**src/design/acd_pkg.sv**
```systemverilog
// Package for the analog code detector: payload structs, register indexes,
// reset values and shared widths. No dependencies.
package acd_pkg;

  localparam int MAX_CH    = 5;
  localparam int RAW_W     = 10;
  localparam int THR_W     = 7;
  localparam int SETTLE_W  = 16;
  localparam int TIME_W    = 32;
  localparam int CODE_W    = 5;
  localparam int PROD_W    = 18;
  localparam int CFG_IDX_W = 3;
  localparam int CFG_DAT_W = 16;

  localparam int DEF_CHANNELS = 5;

  localparam logic [RAW_W-1:0] FS_OFFSET = 10'd20;
  localparam logic [RAW_W-1:0] FS_MIN    = 10'd21;
  localparam logic [6:0]       PERCENT   = 7'd100;

  localparam logic [THR_W-1:0]    LOW_RST    = 7'd20;
  localparam logic [THR_W-1:0]    HIGH_RST   = 7'd28;
  localparam logic [SETTLE_W-1:0] SETTLE_RST = 16'd200;
  localparam logic [RAW_W-1:0]    FS_RST [MAX_CH] = '{10'd950, 10'd910, 10'd885,
                                                      10'd900, 10'd895};

  typedef enum logic [CFG_IDX_W-1:0] {
    REG_LOW_THR  = 3'd0,
    REG_HIGH_THR = 3'd1,
    REG_SETTLE   = 3'd2,
    REG_FS_CH0   = 3'd3,
    REG_FS_CH1   = 3'd4,
    REG_FS_CH2   = 3'd5,
    REG_FS_CH3   = 3'd6,
    REG_FS_CH4   = 3'd7
  } cfg_reg_t;

  typedef struct packed {
    logic [RAW_W-1:0]  raw_ch0;
    logic [RAW_W-1:0]  raw_ch1;
    logic [RAW_W-1:0]  raw_ch2;
    logic [RAW_W-1:0]  raw_ch3;
    logic [RAW_W-1:0]  raw_ch4;
    logic [TIME_W-1:0] now_ms;
    logic              ignore_extremes;
  } in_item_t;

  typedef struct packed {
    logic              changed;
    logic [CODE_W-1:0] active_code_out;
    logic [CODE_W-1:0] mirror_code_out;
    logic [CODE_W-1:0] held_code_out;
  } out_item_t;

  // What one lane found for its sample.
  typedef struct packed {
    logic clr;
    logic set;
  } lane_flags_t;

endpackage

```
**src/design/analog_code_detector_unit.sv**
```systemverilog
// Top level of the analog code detector: configuration registers, sequencer,
// channel lanes and output register. Uses acd_pkg, acd_lane and acd_merge.
//
// Usage. Each input transaction on in_data carries one 10-bit sample per
// channel, a free-running millisecond time and the ignore flag. Every input
// transaction produces exactly one output transaction on out_data with the
// changed flag and the active, mirror and held codes after that item.
// The block works on one item at a time. An accepted item passes through
// the lane multipliers, the lane compares and the merging update, the
// three steps of the lane and merge path; its result is written into the
// output register in the update step, and in_ready returns the cycle
// after that.
// If the receiver stalls, the finished result waits in the output register
// and the update step holds until it is taken, so nothing is lost.
// Configuration transactions on the cfg port are always accepted; they are
// to be written only while no item is in flight.
// Synchronous reset (rst_n low) returns the sequencer to idle, empties the
// output register, loads the register reset values and clears all codes
// and the stored change time.
module analog_code_detector_unit
  import acd_pkg::*;
#(
  parameter int CHANNELS = DEF_CHANNELS
) (
  input  logic                 clk,
  input  logic                 rst_n,
  input  logic                 in_valid,
  output logic                 in_ready,
  input  in_item_t             in_data,
  output logic                 out_valid,
  input  logic                 out_ready,
  output out_item_t            out_data,
  input  logic                 cfg_valid,
  output logic                 cfg_ready,
  input  logic [CFG_IDX_W-1:0] cfg_index,
  input  logic [CFG_DAT_W-1:0] cfg_data
);

  typedef enum logic [3:0] {
    S_IDLE = 4'b0001,
    S_MUL  = 4'b0010,
    S_CMP  = 4'b0100,
    S_UPD  = 4'b1000
  } state_t;

  state_t state_r, state_nxt;

  logic [THR_W-1:0]    low_r,    low_nxt;
  logic [THR_W-1:0]    high_r,   high_nxt;
  logic [SETTLE_W-1:0] settle_r, settle_nxt;
  logic [RAW_W-1:0]    fs_r   [MAX_CH];
  logic [RAW_W-1:0]    fs_nxt [MAX_CH];

  in_item_t  item_r;
  out_item_t out_data_r;
  logic      out_valid_r, out_valid_nxt;

  logic [RAW_W-1:0] raw_a [MAX_CH];
  lane_flags_t      flags [CHANNELS];
  out_item_t        result;
  logic             accept;
  logic             upd_go;

  assign cfg_ready = 1'b1;
  assign in_ready  = state_r == S_IDLE;
  assign accept    = in_valid && in_ready;
  // The update step fires only when the output register can take the result.
  assign upd_go    = (state_r == S_UPD) && (!out_valid_r || out_ready);

  // Configuration register decode.
  always_comb begin
    low_nxt    = low_r;
    high_nxt   = high_r;
    settle_nxt = settle_r;
    fs_nxt     = fs_r;
    if (cfg_valid) begin
      unique case (cfg_reg_t'(cfg_index))
        REG_LOW_THR:  low_nxt    = cfg_data[THR_W-1:0];
        REG_HIGH_THR: high_nxt   = cfg_data[THR_W-1:0];
        REG_SETTLE:   settle_nxt = cfg_data[SETTLE_W-1:0];
        REG_FS_CH0:   fs_nxt[0]  = cfg_data[RAW_W-1:0];
        REG_FS_CH1:   fs_nxt[1]  = cfg_data[RAW_W-1:0];
        REG_FS_CH2:   fs_nxt[2]  = cfg_data[RAW_W-1:0];
        REG_FS_CH3:   fs_nxt[3]  = cfg_data[RAW_W-1:0];
        REG_FS_CH4:   fs_nxt[4]  = cfg_data[RAW_W-1:0];
        default:      low_nxt    = low_r;
      endcase
    end
  end

  always_ff @(posedge clk) begin
    if (!rst_n) begin
      low_r    <= LOW_RST;
      high_r   <= HIGH_RST;
      settle_r <= SETTLE_RST;
      fs_r     <= FS_RST;
    end else begin
      low_r    <= low_nxt;
      high_r   <= high_nxt;
      settle_r <= settle_nxt;
      fs_r     <= fs_nxt;
    end
  end

  // Sequencer.
  always_comb begin
    state_nxt = state_r;
    unique case (state_r)
      S_IDLE:  if (accept) state_nxt = S_MUL;
      S_MUL:   state_nxt = S_CMP;
      S_CMP:   state_nxt = S_UPD;
      S_UPD:   if (upd_go) state_nxt = S_IDLE;
      default: state_nxt = S_IDLE;
    endcase
  end

  always_comb begin
    out_valid_nxt = out_valid_r;
    if (out_valid_r && out_ready) begin
      out_valid_nxt = 1'b0;
    end
    if (upd_go) begin
      out_valid_nxt = 1'b1;
    end
  end

  always_ff @(posedge clk) begin
    if (!rst_n) begin
      state_r     <= S_IDLE;
      out_valid_r <= 1'b0;
    end else begin
      state_r     <= state_nxt;
      out_valid_r <= out_valid_nxt;
    end
  end

  // The item is held for the whole time it is in flight.
  always_ff @(posedge clk) begin
    if (accept) begin
      item_r <= in_data;
    end
    if (upd_go) begin
      out_data_r <= result;
    end
  end

  assign raw_a[0] = item_r.raw_ch0;
  assign raw_a[1] = item_r.raw_ch1;
  assign raw_a[2] = item_r.raw_ch2;
  assign raw_a[3] = item_r.raw_ch3;
  assign raw_a[4] = item_r.raw_ch4;

  for (genvar g = 0; g < CHANNELS; g++) begin : g_lane
    acd_lane u_lane (
      .clk        (clk),
      .raw        (raw_a[g]),
      .full_scale (fs_r[g]),
      .low_thr    (low_r),
      .high_thr   (high_r),
      .flags      (flags[g])
    );
  end

  acd_merge #(
    .CHANNELS (CHANNELS)
  ) u_merge (
    .clk             (clk),
    .rst_n           (rst_n),
    .cmp_en          (state_r == S_CMP),
    .upd_en          (upd_go),
    .flags           (flags),
    .now_ms          (item_r.now_ms),
    .settle_ms       (settle_r),
    .ignore_extremes (item_r.ignore_extremes),
    .result          (result)
  );

  assign out_valid = out_valid_r;
  assign out_data  = out_data_r;

`ifndef SYNTHESIS
  // A result appears only right after an update step.
  a_out_from_upd: assert property (@(posedge clk) disable iff (!rst_n)
    $rose(out_valid_r) |-> $past(state_r == S_UPD))
    else $error("result shown without an update step");

  // The active code is the smaller of the pair.
  a_active_le_mirror: assert property (@(posedge clk) disable iff (!rst_n)
    out_valid_r |-> (out_data_r.active_code_out <= out_data_r.mirror_code_out))
    else $error("active code above mirror code");

  // Bits above the channel count never set.
  a_held_width: assert property (@(posedge clk) disable iff (!rst_n)
    out_valid_r |-> ((out_data_r.held_code_out >> CHANNELS) == '0))
    else $error("held code has bits beyond the channel count");

  // No new item is taken while one is in flight.
  a_one_in_flight: assert property (@(posedge clk) disable iff (!rst_n)
    (in_valid && in_ready) |=> (state_r == S_MUL) && !in_ready)
    else $error("item accepted while another is in flight");
`endif

endmodule

```
**src/design/acd_lane.sv**
```systemverilog
// One channel lane: decides whether the scaled percent of a sample falls at or
// below the low threshold or at or above the high one. Uses acd_pkg.
module acd_lane
  import acd_pkg::*;
(
  input  logic             clk,
  input  logic [RAW_W-1:0] raw,
  input  logic [RAW_W-1:0] full_scale,
  input  logic [THR_W-1:0] low_thr,
  input  logic [THR_W-1:0] high_thr,
  output lane_flags_t      flags
);

  // The percent is trunc((raw-20)*100/span). Instead of dividing, both
  // thresholds are multiplied by the span and compared with the numerator.
  logic [RAW_W-1:0]  fs_clamped;
  logic [RAW_W-1:0]  span;
  logic [RAW_W-1:0]  raw_off;
  logic              neg_nxt;
  logic [PROD_W-1:0] num_nxt;
  logic [PROD_W-1:0] lim_lo_nxt;
  logic [PROD_W-1:0] lim_hi_nxt;

  logic              neg_r;
  logic [PROD_W-1:0] num_r;
  logic [PROD_W-1:0] lim_lo_r;
  logic [PROD_W-1:0] lim_hi_r;
  lane_flags_t       flags_r;
  lane_flags_t       flags_nxt;

  always_comb begin
    fs_clamped = (full_scale < FS_MIN) ? FS_MIN : full_scale;
    span       = fs_clamped - FS_OFFSET;
    neg_nxt    = raw < FS_OFFSET;
    raw_off    = raw - FS_OFFSET;
    num_nxt    = PROD_W'(raw_off) * PROD_W'(PERCENT);
    lim_lo_nxt = (PROD_W'(low_thr) + PROD_W'(1)) * PROD_W'(span);
    lim_hi_nxt = PROD_W'(high_thr) * PROD_W'(span);
  end

  // A negative numerator gives a percent of zero or less, which always
  // clears, since the low threshold is never negative.
  always_comb begin
    flags_nxt.clr = neg_r || (num_r < lim_lo_r);
    flags_nxt.set = !neg_r && (num_r >= lim_hi_r);
  end

  always_ff @(posedge clk) begin
    neg_r    <= neg_nxt;
    num_r    <= num_nxt;
    lim_lo_r <= lim_lo_nxt;
    lim_hi_r <= lim_hi_nxt;
    flags_r  <= flags_nxt;
  end

  assign flags = flags_r;

endmodule

```
**src/design/acd_merge.sv**
```systemverilog
// Merging stage: folds the lane flags into the held code, tracks settle time
// and updates the active and mirror codes. Uses acd_pkg.
module acd_merge
  import acd_pkg::*;
#(
  parameter int CHANNELS = DEF_CHANNELS
) (
  input  logic                clk,
  input  logic                rst_n,
  input  logic                cmp_en,
  input  logic                upd_en,
  input  lane_flags_t         flags [CHANNELS],
  input  logic [TIME_W-1:0]   now_ms,
  input  logic [SETTLE_W-1:0] settle_ms,
  input  logic                ignore_extremes,
  output out_item_t           result
);

  localparam logic [CODE_W-1:0] ALL_ONES = CODE_W'((1 << CHANNELS) - 1);

  logic [CODE_W-1:0] held_r,   held_nxt;
  logic [CODE_W-1:0] active_r, active_nxt;
  logic [CODE_W-1:0] mirror_r, mirror_nxt;
  logic [TIME_W-1:0] ct_r,     ct_nxt;
  logic              ok_old_r;

  logic [TIME_W-1:0] elapsed;
  logic [CODE_W-1:0] code;
  logic [CODE_W-1:0] rev;
  logic              code_chg;
  logic              time_ok;
  logic              take;

  // Elapsed time against the stored change time; its compare with the settle time is registered in the compare step.
  assign elapsed = now_ms - ct_r;

  always_comb begin
    code = '0;
    rev  = '0;
    for (int i = 0; i < CHANNELS; i++) begin
      if (flags[i].clr) begin
        code[i] = 1'b0;
      end else if (flags[i].set) begin
        code[i] = 1'b1;
      end else begin
        code[i] = held_r[i];
      end
    end
    for (int i = 0; i < CHANNELS; i++) begin
      rev[CHANNELS-1-i] = code[i];
    end
    code_chg = code != held_r;
    // When the code just changed, the elapsed time is zero.
    time_ok  = code_chg ? (settle_ms == '0) : ok_old_r;
    take     = (code != active_r) && (code != mirror_r) && time_ok;

    held_nxt   = code;
    ct_nxt     = code_chg ? now_ms : ct_r;
    active_nxt = active_r;
    mirror_nxt = mirror_r;
    if (take) begin
      active_nxt = (code < rev) ? code : rev;
      mirror_nxt = (code < rev) ? rev : code;
    end

    result.changed         = take && (!ignore_extremes ||
                             (active_nxt != '0 && active_nxt != ALL_ONES));
    result.active_code_out = active_nxt;
    result.mirror_code_out = mirror_nxt;
    result.held_code_out   = held_nxt;
  end

  always_ff @(posedge clk) begin
    if (cmp_en) begin
      ok_old_r <= elapsed >= TIME_W'(settle_ms);
    end
  end

  always_ff @(posedge clk) begin
    if (!rst_n) begin
      held_r   <= '0;
      active_r <= '0;
      mirror_r <= '0;
      ct_r     <= '0;
    end else if (upd_en) begin
      held_r   <= held_nxt;
      active_r <= active_nxt;
      mirror_r <= mirror_nxt;
      ct_r     <= ct_nxt;
    end
  end

endmodule
```
**config.mk**
```make
export PLATFORM = sky130hd
export DESIGN_NAME = analog_code_detector_unit
export DESIGN_NICKNAME = d
export VERILOG_FILES = /design/src/design/acd_pkg.sv /design/src/design/analog_code_detector_unit.sv /design/src/design/acd_lane.sv /design/src/design/acd_merge.sv
export SDC_FILE = /design/constraint.sdc
export NUM_CORES = 2
export LEC_CHECK = 0
export BUFFER_PORTS_ARGS = -buffer_cell sky130_fd_sc_hd__buf_2
export CAP_MARGIN = 0
export CORE_MARGIN = 4
export CORE_UTILIZATION = 51
export DETAILED_ROUTE_END_ITERATION = 6
export PLACE_DENSITY_LB_ADDON = 0.3
export SETUP_SLACK_MARGIN = 0.05
export SLEW_MARGIN = 40
export SYNTH_ARGS = -nofsm -noshare
export SYNTH_HDL_FRONTEND = slang
export SYNTH_SLANG_ARGS = --single-unit
```
**constraint.sdc**
```tcl
create_clock -name clk -period 9.72 [get_ports clk]
set_clock_uncertainty 0.15 [all_clocks]
set_input_delay 0.486 -clock clk [delete_from_list [all_inputs] [get_ports clk]]
set_output_delay 0.486 -clock clk [all_outputs]
set_load 0.02 [all_outputs]
```
==> reports/qor_table.md <==
| Stage | Metric | Value |
| --- | --- | --- |
| floorplan | Die area | 99,100 sq um |
| sta | Number of hold violations in the final report | 0 |
| clock network | Root buffer cell | sky130_fd_sc_hd__clkbuf_16 |
| clock network | # H-tree levels | 2 |
| critical path | Bufs and invs on worst path | 3 |
| critical path | Critical path arrival | 7.54 ns |
| floorplan | Area of the placeable core | 93,300 sq um |
| grt | First-pass GRT wire length | 180,000 um |
| logic synthesis | Synth Instances | 5,267 |
| finish | Utilization of the core after routing | 57.1% |
| hold path | Worst hold path class | input port to flip-flop |
| floorplan | Die boundary width | 315 um |
| finish | Most common cell after layout, fill and taps aside | sky130_fd_sc_hd__inv_1 |
| grt | Remaining global-route overflow | 0 |
| floorplan | Initial Util | 51.5% |
| logic synthesis | Area share of the largest cell type after synthesis | 19.3% |
| placement | Half-perimeter wire length of the detailed placement result | 82,100 um |
| placement | Placer congestion estimate | 0.882 |
| logic synthesis | Unique cell type count in the Yosys netlist | 68 |
| logic synthesis | Sequential cell area fraction in the yosys report | 22.8% |
| placement | Port Buffer Count | 124 |
| sta | Final Slew Violations | 0 |
| critical path | Largest fanout on the critical path | 13 |
| clock network | Count of clock tree sinks | 497 |
| critical path | Worst endpoint required time | 10.11 ns |
| clock network | Maximum clock path buffer count | 3 |
| sta | Measured slew at the worst slew-check pin | 0.851 ns |
| finish | Most frequent cells in the layout | sky130_fd_sc_hd__inv_1 (833), sky130_fd_sc_hd__ha_1 (739), sky130_fd_sc_hd__fa_1 (461), sky130_fd_sc_hd__nand2_1 (434), sky130_fd_sc_hd__dfxtp_1 (394) |
| drt | Via total after detailed routing | 35.3k |
| logic synthesis | Most area-consuming cells after synthesis | sky130_fd_sc_hd__ha_1 (19%), sky130_fd_sc_hd__fa_1 (19%), sky130_fd_sc_hd__dfxtp_1 (17%), sky130_fd_sc_hd__inv_1 (6.5%), sky130_fd_sc_hd__edfxtp_1 (6.3%) |
| drt | Final routed wirelength across all metal layers | 107,000 um |
| sta | RSZ-0062 raised after global routing | no |
| sta | Hold slack final | 0.0608 ns |
| clock network | CTS tree | yes |
| critical path | Element type at the critical path end | flip-flop |
| floorplan | Cell row count | 112 |
| logic synthesis | Mean instance size in the synthesized netlist | 9.12 sq um |
| clock network | Worst-Skew Late Latency | 0.68 ns |
| logic synthesis | Cell Area, Synth | 48,000 sq um |
| power and ir drop | Pwr per Cell Area | 191 nW/um^2 |
| clock network | Clock-pin transition on the worst setup and hold timing paths | 0.06 ns |
| finish | Synthesis-to-layout area growth | 10.9% |
| clock network | Number of gates resized after cts | 0 |
| logic synthesis | Top flip-flop cell by instance count after synthesis | sky130_fd_sc_hd__dfxtp_1 |
| finish | Share of final-layout standard cells stronger than drive strength 1 | 6.16% |
| logic synthesis | Net count of the mapped netlist | 6,574 |
| critical path | Top delay family on crit path | adder cells |
| logic synthesis | Fraction of registers with async set or reset after synthesis | 0% |
| grt | GR Util All Layers | 22.2% |
| critical path | Standard cell with the maximum stage delay on the critical path | sky130_fd_sc_hd__or4_1 |
| sta | Maximum frequency from static timing analysis | 0.140 GHz |
| sta | Fin crit period | 7.15 ns |
| finish | Area of all placed cells without fillers | 53,200 sq um |
| floorplan | I/O pins | 126 |
| critical path | Crit path largest cell delay | 0.56 ns |
| logic synthesis | Yosys reg bits | 497 |
| sta | Total Neg Setup Slack | 0 ns |
| grt | Initial antenna violation count | 4 |
| sta | Max transition margin | 42.9% |
| grt | Maximum number of pins on one net before global-route repair | 82 |
| job | Max Cap Violations | 0 |
| floorplan | Height of the die | 315 um |
| drt | Routed wire per std cell | 15.8 um |
| critical path | Sort of element at the start of the critical path | flip-flop |
| drt | Starting DRC count in detailed routing | 1,764 |
| power and ir drop | Worst IR Drop VDD | 179 uV |
| power and ir drop | Standby leakage power | 26.1 nW |
| drt | Final ANT Viol Nets | 0 |
| run status | Status | finished, final reports clean |
| critical path | Worst setup path category | flip-flop to flip-flop |
| logic synthesis | EDFF count, synth | 100 |
| logic synthesis | Post-synth top area cell | sky130_fd_sc_hd__ha_1 |
| finish | Final Net Count | 6,743 |
| sta | Fraction of the cycle the final worst path needs | 73.5% |
| finish | Antenna diode instance count | 0 |
| critical path | Sequence of cells on the critical path | or4_1, nor2_1, nand2_1, nand2b_1, clkinv_1, ha_1, o21bai_1, xnor2_2, and2_1, fa_1, fa_1, fa_1, inv_1, fa_1, inv_1, ha_1, nand2_1, o21ai_0, a41oi_1, a211oi_1, a21o_1, a21oi_1, xnor2_1 |
| sta | Setup violation total in the final timing report | 0 |
| clock network | TritonCTS buffer count | 59 |
| placement | Cell area after placement | 50,100 sq um |
| drt | DRC viols | 0 |
| critical path | Cell repeated most along the worst path | sky130_fd_sc_hd__fa_1 |
| drt | First-pass iteration count of the detailed router | 6 |
| grt | Number of global-route vias before repair | 36.5k |
| drt | Detailed-route vias per instance | 5.24 |
| logic synthesis | Number of warnings issued by yosys | 0 |
[power by group]
part	switching, W	internal (W)	leakage [nW]
logic	0.00271	0.00219	20.8
registers	0.000231	0.00260	4.26
clock network	0.000962	0.00149	1.06
[layer usage]
layer	part of all wire, %	track usage (%)	vias to the layer above
li1	-	-	17400
met1	45	29.4	17000
met2	47	37.4	737
met3	5.2	3.32	189
met4	3.1	6.98	6
met5	0.042	0	-
[state kept, by name (all words and copies together), names as in the netlist, 10 cells and up]
signal,count
item_r,83
g_lane.u_lane.flags,10
g_lane.u_lane.num_r,75
out_data,16
g_lane.u_lane.lim_lo_r,90
g_lane.u_lane.lim_hi_r,85
u_merge.ct_r,32
settle_r,16
fs_r,50
[cell usage after synthesis, types with 61 or more instances]
library cell,n
sky130_fd_sc_hd__nand2_1,434
sky130_fd_sc_hd__ha_1,739
sky130_fd_sc_hd__inv_1,834
sky130_fd_sc_hd__nor3_1,76
sky130_fd_sc_hd__xnor2_1,191
sky130_fd_sc_hd__clkbuf_1,141
sky130_fd_sc_hd__xor2_1,95
sky130_fd_sc_hd__fa_1,461
sky130_fd_sc_hd__a21o_1,74
sky130_fd_sc_hd__o21ai_0,108
sky130_fd_sc_hd__o21bai_1,61
sky130_fd_sc_hd__nand2b_1,69
sky130_fd_sc_hd__and2_1,219
sky130_fd_sc_hd__a21oi_1,249
sky130_fd_sc_hd__dfxtp_1,397
sky130_fd_sc_hd__nor2b_1,158
sky130_fd_sc_hd__nand3_1,72
sky130_fd_sc_hd__edfxtp_1,100
sky130_fd_sc_hd__nor2_1,385
[metrics by stage]
stage	power [W]	std cells	setup WS, ns
2_1_floorplan	0.00655	5267	3.37
3_3_place_gp	0.00759	6536	2.68
3_5_place_dp	0.00773	6536	2.48
4_1_cts	0.0103	6740	2.45
5_1_grt	0.0112	6740	2.02
6_report	0.0102	6740	2.57
[worst min-delay path, cell delays in order]
cell                       delay [ns]
sky130_fd_sc_hd__buf_2           0.19
sky130_fd_sc_hd__nand2_1         0.08
sky130_fd_sc_hd__a21boi_0        0.07
[worst paths after layout]
kind / cells past startpoint / startpoint / end / slack [ns]
worst max-delay path: 23 / fs_r[6] / g_lane[4].u_lane.lim_hi_r[16] / 2.57
worst min-delay path: 3 / cfg_data[1] / low_r[1] / 0.06
worst max register to register: 23 / fs_r[6] / g_lane[4].u_lane.lim_hi_r[16] / 2.57
worst min register to register: 0 / item_r[74] / g_lane[0].u_lane.num_r[3] / 0.27
[final cells by class]
type                            count  area (sq um)
Clock buffer                       73          1660
Clock inverter                     38           517
Fill cell                        8301         40100
Inverter                          835          3130
Multi-Input combinational cell   3779         33500
Sequential cell                   497         11000
Tap cell                         1254          1570
Timing Repair Buffer              264          1910
[logic make-up (layout without fill, tap and decap cells)]
logic type                 after synthesis  after routing  share of synthesized area, %
other                                    1              1                       0.00781
and+or+nand+nor                       1556           1556                          15.8
DFF                                    497            497                          22.8
AOI/OAI and AO/OA                      718            718                          9.55
buffers and inverters                  991           1210                          7.76
muxes                                   18             18                         0.396
xor gates and xnor gates               286            286                          5.22
adders and majority gates             1200           1200                          38.5
[repair_timing]
item                                    CTS  global route
endpoints found under the setup margin    0             0
endpoints found under the hold margin    94             0
hold buffers                             93             0
setup buffers                             0             0
Note: power is estimated with default switching activity, not from simulation.
